[src/hdl/pdpd_pkg.sv]
// Shared types, constants and character classification for the pairwise-deletion distance core.
package pdpd_pkg;

	localparam int COUNT_BITS    = 20;
	localparam int FRACTION_BITS = 16;
	localparam int FRAC_W        = FRACTION_BITS + 1;
	localparam int STEP_BITS     = $clog2(FRACTION_BITS + 1);

	localparam logic [COUNT_BITS-1:0] COUNT_MAX = {COUNT_BITS{1'b1}};

	typedef struct packed {
		logic [7:0] base_a;
		logic [7:0] base_b;
		logic       last_site;
	} site_t;

	typedef struct packed {
		logic [COUNT_BITS-1:0] sites_used;
		logic [COUNT_BITS-1:0] mismatch_count;
		logic [FRAC_W-1:0]     distance_fraction;
		logic                  no_sites;
	} result_t;

	typedef enum logic [1:0] {
		ST_ACCUM,
		ST_DIV,
		ST_DONE
	} state_t;

	typedef struct packed {
		logic accept;     // a site transaction completes this cycle
		logic start_div;  // that site is the last one: latch totals, clear counters
		logic div_step;   // run one quotient bit
		logic div_first;  // integer bit: compare without shifting
		logic load_out;   // move the finished result into the output register
	} cmd_t;

	// ASCII codes of the recognized alphabet
	localparam logic [7:0] CH_A   = 8'h41;
	localparam logic [7:0] CH_C   = 8'h43;
	localparam logic [7:0] CH_G   = 8'h47;
	localparam logic [7:0] CH_T   = 8'h54;
	localparam logic [7:0] CH_R   = 8'h52;
	localparam logic [7:0] CH_Y   = 8'h59;
	localparam logic [7:0] CH_S   = 8'h53;
	localparam logic [7:0] CH_W   = 8'h57;
	localparam logic [7:0] CH_K   = 8'h4B;
	localparam logic [7:0] CH_M   = 8'h4D;
	localparam logic [7:0] CH_B   = 8'h42;
	localparam logic [7:0] CH_D   = 8'h44;
	localparam logic [7:0] CH_H   = 8'h48;
	localparam logic [7:0] CH_V   = 8'h56;
	localparam logic [7:0] CH_DOT = 8'h2E;
	localparam logic [7:0] CH_GAP = 8'h2D;
	localparam logic [7:0] CH_N   = 8'h4E;
	localparam logic [7:0] CH_X   = 8'h58;

	function automatic logic is_plain_base(input logic [7:0] c);
		logic r;
		case (c)
			CH_A, CH_C, CH_G, CH_T: r = 1'b1;
			default:                r = 1'b0;
		endcase
		return r;
	endfunction

	function automatic logic is_known(input logic [7:0] c);
		logic r;
		case (c)
			CH_A, CH_C, CH_G, CH_T,
			CH_R, CH_Y, CH_S, CH_W, CH_K, CH_M,
			CH_B, CH_D, CH_H, CH_V,
			CH_DOT, CH_GAP, CH_N, CH_X: r = 1'b1;
			default:                    r = 1'b0;
		endcase
		return r;
	endfunction

endpackage

[src/hdl/pdpd_ctrl.sv]
// Controller state machine: site acceptance, divider sequencing and output register valid.
module pdpd_ctrl (
	input  logic            clk,
	input  logic            arst_n,
	input  logic            site_valid,
	output logic            site_ready,
	input  logic            last_site,
	output logic            result_valid,
	input  logic            result_ready,
	output pdpd_pkg::cmd_t  cmd
);

	pdpd_pkg::state_t state_q, state_d;
	logic [pdpd_pkg::STEP_BITS-1:0] step_q;
	logic out_valid_q;
	logic last_step;
	logic slot_free;

	assign last_step = (step_q == pdpd_pkg::STEP_BITS'(pdpd_pkg::FRACTION_BITS));
	assign slot_free = !out_valid_q || result_ready;

	always_comb begin
		state_d = state_q;
		unique case (state_q)
			pdpd_pkg::ST_ACCUM: begin
				if (site_valid && last_site) state_d = pdpd_pkg::ST_DIV;
			end
			pdpd_pkg::ST_DIV: begin
				if (last_step) state_d = pdpd_pkg::ST_DONE;
			end
			pdpd_pkg::ST_DONE: begin
				if (slot_free) state_d = pdpd_pkg::ST_ACCUM;
			end
			default: state_d = pdpd_pkg::ST_ACCUM;
		endcase
	end

	always_comb begin
		site_ready    = 1'b0;
		cmd           = '0;
		unique case (state_q)
			pdpd_pkg::ST_ACCUM: begin
				site_ready    = 1'b1;
				cmd.accept    = site_valid;
				cmd.start_div = site_valid && last_site;
			end
			pdpd_pkg::ST_DIV: begin
				cmd.div_step  = 1'b1;
				cmd.div_first = (step_q == '0);
			end
			pdpd_pkg::ST_DONE: begin
				cmd.load_out  = slot_free;
			end
			default: begin
				site_ready    = 1'b0;
			end
		endcase
	end

	always_ff @(posedge clk or negedge arst_n) begin
		if (!arst_n) begin
			state_q     <= pdpd_pkg::ST_ACCUM;
			step_q      <= '0;
			out_valid_q <= 1'b0;
		end else begin
			state_q <= state_d;
			if (cmd.start_div) begin
				step_q <= '0;
			end else if (cmd.div_step) begin
				step_q <= step_q + 1'b1;
			end
			if (cmd.load_out) begin
				out_valid_q <= 1'b1;
			end else if (result_ready) begin
				out_valid_q <= 1'b0;
			end
		end
	end

	assign result_valid = out_valid_q;

endmodule

[src/hdl/pdpd_dp.sv]
// Datapath: saturating site counters, restoring divider and result register.
module pdpd_dp (
	input  logic              clk,
	input  logic              arst_n,
	input  pdpd_pkg::cmd_t    cmd,
	input  pdpd_pkg::site_t   site,
	output pdpd_pkg::result_t result
);

	localparam int CW = pdpd_pkg::COUNT_BITS;
	localparam int FW = pdpd_pkg::FRAC_W;

	logic [CW-1:0] used_q, mism_q;
	logic [CW-1:0] used_next, mism_next;
	logic [CW-1:0] den_q, num_q, rem_q;
	logic [FW-1:0] quot_q;
	pdpd_pkg::result_t result_q;

	logic both_plain, excluded, differ;
	logic [CW:0] trial;
	logic        take;

	// classify the site and form the updated totals
	always_comb begin
		both_plain = pdpd_pkg::is_plain_base(site.base_a) && pdpd_pkg::is_plain_base(site.base_b);
		excluded   = pdpd_pkg::is_known(site.base_a) && pdpd_pkg::is_known(site.base_b)
		             && !both_plain;
		differ     = both_plain && (site.base_a != site.base_b);
		used_next  = used_q;
		mism_next  = mism_q;
		if (!excluded) begin
			used_next = (used_q == pdpd_pkg::COUNT_MAX) ? used_q : used_q + 1'b1;
			if (differ) begin
				mism_next = (mism_q == pdpd_pkg::COUNT_MAX) ? mism_q : mism_q + 1'b1;
			end
		end
	end

	// one quotient bit per step; the remainder stays below the divisor
	always_comb begin
		trial = cmd.div_first ? {1'b0, rem_q} : {rem_q, 1'b0};
		take  = (trial >= {1'b0, den_q});
	end

	always_ff @(posedge clk or negedge arst_n) begin
		if (!arst_n) begin
			used_q <= '0;
			mism_q <= '0;
		end else if (cmd.accept) begin
			if (cmd.start_div) begin
				used_q <= '0;
				mism_q <= '0;
			end else begin
				used_q <= used_next;
				mism_q <= mism_next;
			end
		end
	end

	always_ff @(posedge clk) begin
		if (cmd.start_div) begin
			den_q  <= used_next;
			num_q  <= mism_next;
			rem_q  <= mism_next;
			quot_q <= '0;
		end else if (cmd.div_step) begin
			quot_q <= {quot_q[FW-2:0], take};
			if (take) begin
				rem_q <= CW'(trial - {1'b0, den_q});
			end else begin
				rem_q <= trial[CW-1:0];
			end
		end
		if (cmd.load_out) begin
			result_q.sites_used        <= den_q;
			result_q.mismatch_count    <= num_q;
			result_q.distance_fraction <= (den_q == '0) ? '0 : quot_q;
			result_q.no_sites          <= (den_q == '0);
		end
	end

	assign result = result_q;

endmodule

[src/hdl/dna_pair_distance_pairwise_deletion_core.sv]
// Top level of the pairwise-deletion p-distance core.
// Streams aligned site pairs (one character of each sequence per transaction) and accumulates,
// per sequence pair, the number of used sites and the number of mismatching used sites. A site
// where both characters are plain bases A/C/G/T is used and counts a mismatch when they differ;
// a site where both characters are in the upper-case alphabet A C G T R Y S W K M B D H V . - N X
// but not both plain bases is excluded; any other pair is used as a match. Both counters
// saturate at all ones. Non-final sites are taken one per cycle. The site marked last_site
// closes the pair: the counters clear at once, and a restoring divider forms
// floor(mismatches * 2^16 / sites_used) one quotient bit per cycle, the integer bit first, and
// the result is loaded into the result register once that register is free. From the last site
// until that load no site is taken. The next pair's sites are accepted while a finished
// result still waits in the output register. With no used site, distance_fraction is 0 and
// no_sites is 1.
module dna_pair_distance_pairwise_deletion_core (
	input  logic              clk,
	input  logic              arst_n,
	input  logic              site_valid,
	output logic              site_ready,
	input  pdpd_pkg::site_t   site,
	output logic              result_valid,
	input  logic              result_ready,
	output pdpd_pkg::result_t result
);

	pdpd_pkg::cmd_t cmd;

	// site acceptance, division steps and the output register handshake
	pdpd_ctrl u_ctrl (
		.clk          (clk),
		.arst_n       (arst_n),
		.site_valid   (site_valid),
		.site_ready   (site_ready),
		.last_site    (site.last_site),
		.result_valid (result_valid),
		.result_ready (result_ready),
		.cmd          (cmd)
	);

	// counters, divider and result payload
	pdpd_dp u_dp (
		.clk    (clk),
		.arst_n (arst_n),
		.cmd    (cmd),
		.site   (site),
		.result (result)
	);

endmodule

[config.mk]
export PLATFORM = sky130hd
export DESIGN_NAME = dna_pair_distance_pairwise_deletion_core
export DESIGN_NICKNAME = d
export VERILOG_FILES = /design/src/hdl/pdpd_pkg.sv /design/src/hdl/pdpd_ctrl.sv /design/src/hdl/pdpd_dp.sv /design/src/hdl/dna_pair_distance_pairwise_deletion_core.sv
export SDC_FILE = /design/constraint.sdc
export NUM_CORES = 1
export LEC_CHECK = 0
export ABC_AREA = 1
export BUFFER_PORTS_ARGS = -buffer_cell sky130_fd_sc_hd__buf_2
export CELL_PAD_IN_SITES_DETAIL_PLACEMENT = 2
export CELL_PAD_IN_SITES_GLOBAL_PLACEMENT = 2
export CORE_MARGIN = 1
export CORE_UTILIZATION = 39
export DETAILED_ROUTE_END_ITERATION = 7
export GPL_ROUTABILITY_DRIVEN = 1
export PLACE_DENSITY_LB_ADDON = 0.15
export SLEW_MARGIN = 20
export SYNTH_ARGS = -nofsm -noshare
export SYNTH_HDL_FRONTEND = slang
export SYNTH_SLANG_ARGS = --single-unit
[constraint.sdc]
create_clock -name clk -period 5.7 [get_ports clk]
set_clock_uncertainty 0.05 [all_clocks]
set_input_delay 0.57 -clock clk [delete_from_list [all_inputs] [get_ports clk]]
set_output_delay 0.57 -clock clk [all_outputs]
set_load 0.01 [all_outputs]
==> results.py <==
metrics = {
    "placed_design": {
        "dp_hpwl_mm": 29.33,
        "io_buffers": 80,
        "dpl-instance-area_sq_um": 11660,
        "place_congestion": 0.9308,
        "place_inst": 1848,
    },
    "setup_path": {
        "reg2reg_depth": 21,
        "critPathLaunchType": "flop",
        "critPathTopFamily": "simple AND/OR/NAND/NOR gates",
        "crit_fanout": 21,
        "path_cells": "inv_1 -> ha_1 -> nand3_1 -> inv_1 -> nand3_1 -> buf_4 -> nand2_1 -> o21a_1 -> inv_1 -> ha_1 -> nand4_1 -> inv_1 -> nand3_1 -> nor2_1 -> nand2_1 -> buf_4 -> nand3_1 -> buf_4 -> nand2_1 -> nand3_1 -> nand2_1",
        "cp_slowest_stage_delay_ns": 0.60,
        "worst_path_most_repeated_cell": "nand3_1",
        "criticalPathCategory": "reg2reg",
        "r2r-end": "u_dp.rem_q[17]",
        "end_kind": "flop",
        "critPathSlowestCell": "nand3_1",
        "r2r_slack_ns": 0.98,
        "path_buf_inv": 7,
        "cp.arrival_ns": 4.86,
        "cp-startpoint": "u_ctrl.step_q[0]",
        "reg2reg_from": "u_ctrl.step_q[0]",
        "worstPathRequired_ns": 5.85,
    },
    "synthesis": {
        "synth.top_cell.area_share": 0.3252,
        "yosys_warnings": 0,
        "yosysMostFrequentCell": "nand2_1",
        "synth-edff-count": 118,
        "synth-seq-cells": 183,
        "synthArstFlopShare": 0.2623,
        "synth_area_leaders": "edfxtp_1, nand2_1, dfrtp_1",
        "synthCells": 1427,
        "syn_area_sq_um": 10900,
        "synth_cell_types": 38,
        "syn_nets": 1473,
        "synthTopCellsByCount": "nand2_1, inv_1, nand3_1, edfxtp_1, nor2_1",
        "yosysSeqAreaShare": 0.4666,
        "syn_avg_cell_area_sq_um": 7.636,
        "synth_top_area_cell": "edfxtp_1",
        "synth_flop_cell": "edfxtp_1",
    },
    "global_route": {
        "grt-ovfl-total": 0,
        "grt_util_met1": 0.3745,
        "grt_max_degree": 61,
        "grtUsageTotal": 0.3000,
        "grt_pass1_vias": 10980,
        "grt_util_met2": 0.5307,
        "met3_usage": 0.03755,
        "antenna_found_initial": 0,
        "grt_pass1_wl_mm": 64.69,
        "busiest_layer": "met2",
    },
    "clock_network": {
        "cts_buffers": 17,
        "cts_htree_levels": 4,
        "clkLatencyLatePin_ns": 0.47,
        "clk_path_buf_depth": 2,
        "numClockSinks": 183,
        "post_cts_resized": 0,
        "cts_hold_buf": 0,
        "clkSlewWorstSetupHoldPaths_ns": 0.09,
        "postCtsSetupRepairBufs": 0,
        "cts-root-buf": "clkbuf_16",
        "cts_tree": "done",
    },
    "drt": {
        "num_vias": 10110,
        "antenna_left": 0,
        "wl_mm": 41.30,
        "drtIter0Drc": 604,
        "drc_errors": 0,
        "firstDrtPassIters": 5,
        "viasPerCell": 5.379,
        "detail_route.wl_per_cell_um": 21.97,
    },
    "pwr": {
        "ir_drop_uv": 215.4,
        "power.leakage_nw": 5.990,
        "power_density_nw_per_um2": 495.2,
    },
    "sta": {
        "hold_viol_final": 0,
        "rsz0062_at_grt": "no",
        "slew_violations": 0,
        "slew_headroom": 0.3019,
        "fin_tns_setup_ns": 0,
        "min_period_ns": 4.716,
        "timing.fmax_ghz": 0.2120,
        "setup_viol": 0,
        "finalCritPeriodShare": 0.8274,
        "tightest_slew_ns": 1.042,
    },
    "final_layout": {
        "final_cells": 1880,
        "insertedDiodeCount": 0,
        "drive_gt1_frac": 0.09881,
        "final_util": 0.4528,
        "nets": 1541,
        "area_growth_pct": 12.93,
        "finalInstanceArea_sq_um": 12310,
    },
    "floorplan": {
        "core_area_sq_um": 27180,
        "num_rows": 60,
        "die-area_sq_um": 28610,
        "start_util": 0.4010,
        "ios": 81,
        "die_h_um": 169.2,
        "fp.dieW_um": 169.2,
    },
    "outcome": {
        "status": "completed",
    },
    "min_path": {
        "hold_class": "in2async",
    },
    "job": {
        "drv_cap": 0,
    },
}
## report_power, final
part	switching, W	internal (W)
sequential	0.000138	0.00174
combinational	0.00203	0.000881
clock	0.000687	0.000610
total	0.00286	0.00324
## area by class of cell
cell class	instances	area, sq um
Clock buffer	17	425.4
Tap cell	372	465.4
Clock inverter	15	216.5
Timing Repair Buffer	94	505.5
Sequential cell	183	5085
Inverter	238	893.4
Multi-Input combinational cell	961	4715
Fill cell	3189	14870
## cells by family after synthesis
family / after synthesis / synth area share
flops: 183 / 0.4666
compound gates: 85 / 0.04662
xor+xnor: 42 / 0.03376
fa+ha+maj: 25 / 0.02940
simple gates: 809 / 0.3220
buf+inv: 283 / 0.1016
## worst max path at each step
| stage | slack (ns) | cells past startpoint | end |
|---|---|---|---|
| floorplan | 2.13 | 2 | u_dp.result[0] |
| global placement | 1.56 | 21 | u_dp.rem_q[8] |
| detailed placement | 1.11 | 21 | u_dp.rem_q[4] |
| CTS | 1.04 | 21 | u_dp.rem_q[12] |
| global route | 0.70 | 22 | u_dp.rem_q[12] |
| finish | 0.98 | 21 | u_dp.rem_q[17] |
## layer usage
| layer | vias to the layer above | routed length, um |
|---|---|---|
| li1 | 4710 | - |
| met1 | 5080 | 17840 |
| met2 | 249 | 20690 |
| met3 | 74 | 1478 |
| met4 | 0 | 1296 |
| met5 | - | 0 |
## layout by cell type, fill, tap and decap left out, types with 10 or more instances in the layout
| cell | instances |
|---|---|
| buf_4 | 14 |
| nand3_1 | 123 |
| nor3_1 | 20 |
| dfrtp_1 | 48 |
| xor2_1 | 35 |
| o21a_1 | 19 |
| nor2_1 | 112 |
| edfxtp_1 | 118 |
| clkbuf_16 | 17 |
| nand2_1 | 462 |
| o21ai_0 | 16 |
| ha_1 | 24 |
| inv_1 | 235 |
| a21oi_1 | 25 |
| buf_2 | 80 |
| dfxtp_1 | 17 |
| nand4_1 | 49 |
| o22ai_1 | 19 |
| nand3b_1 | 11 |
| nand3_2 | 10 |
## through the flow
stage	worst slack (ns)	power, W	hold WS (ns)
after floorplan	2.133	0.003732	0.2244
after global placement	1.555	0.004458	0.3520
after detailed placement	1.108	0.004684	0.3583
after CTS	1.040	0.006076	0.2261
after global routing	0.6974	0.006446	0.2553
final	0.9838	0.006094	0.1962
## state kept, by name, summed over array words and instances, names as in the netlist, 5 cells and up
| name | flops |
|---|---|
| u_dp.mism_q | 20 |
| u_dp.den_q | 20 |
| u_dp.used_q | 20 |
| u_dp.num_q | 20 |
| u_dp.result | 58 |
| u_dp.rem_q | 20 |
| u_ctrl.step_q | 5 |
| u_dp.quot_q | 17 |
Note: power is estimated with default switching activity, not from simulation.
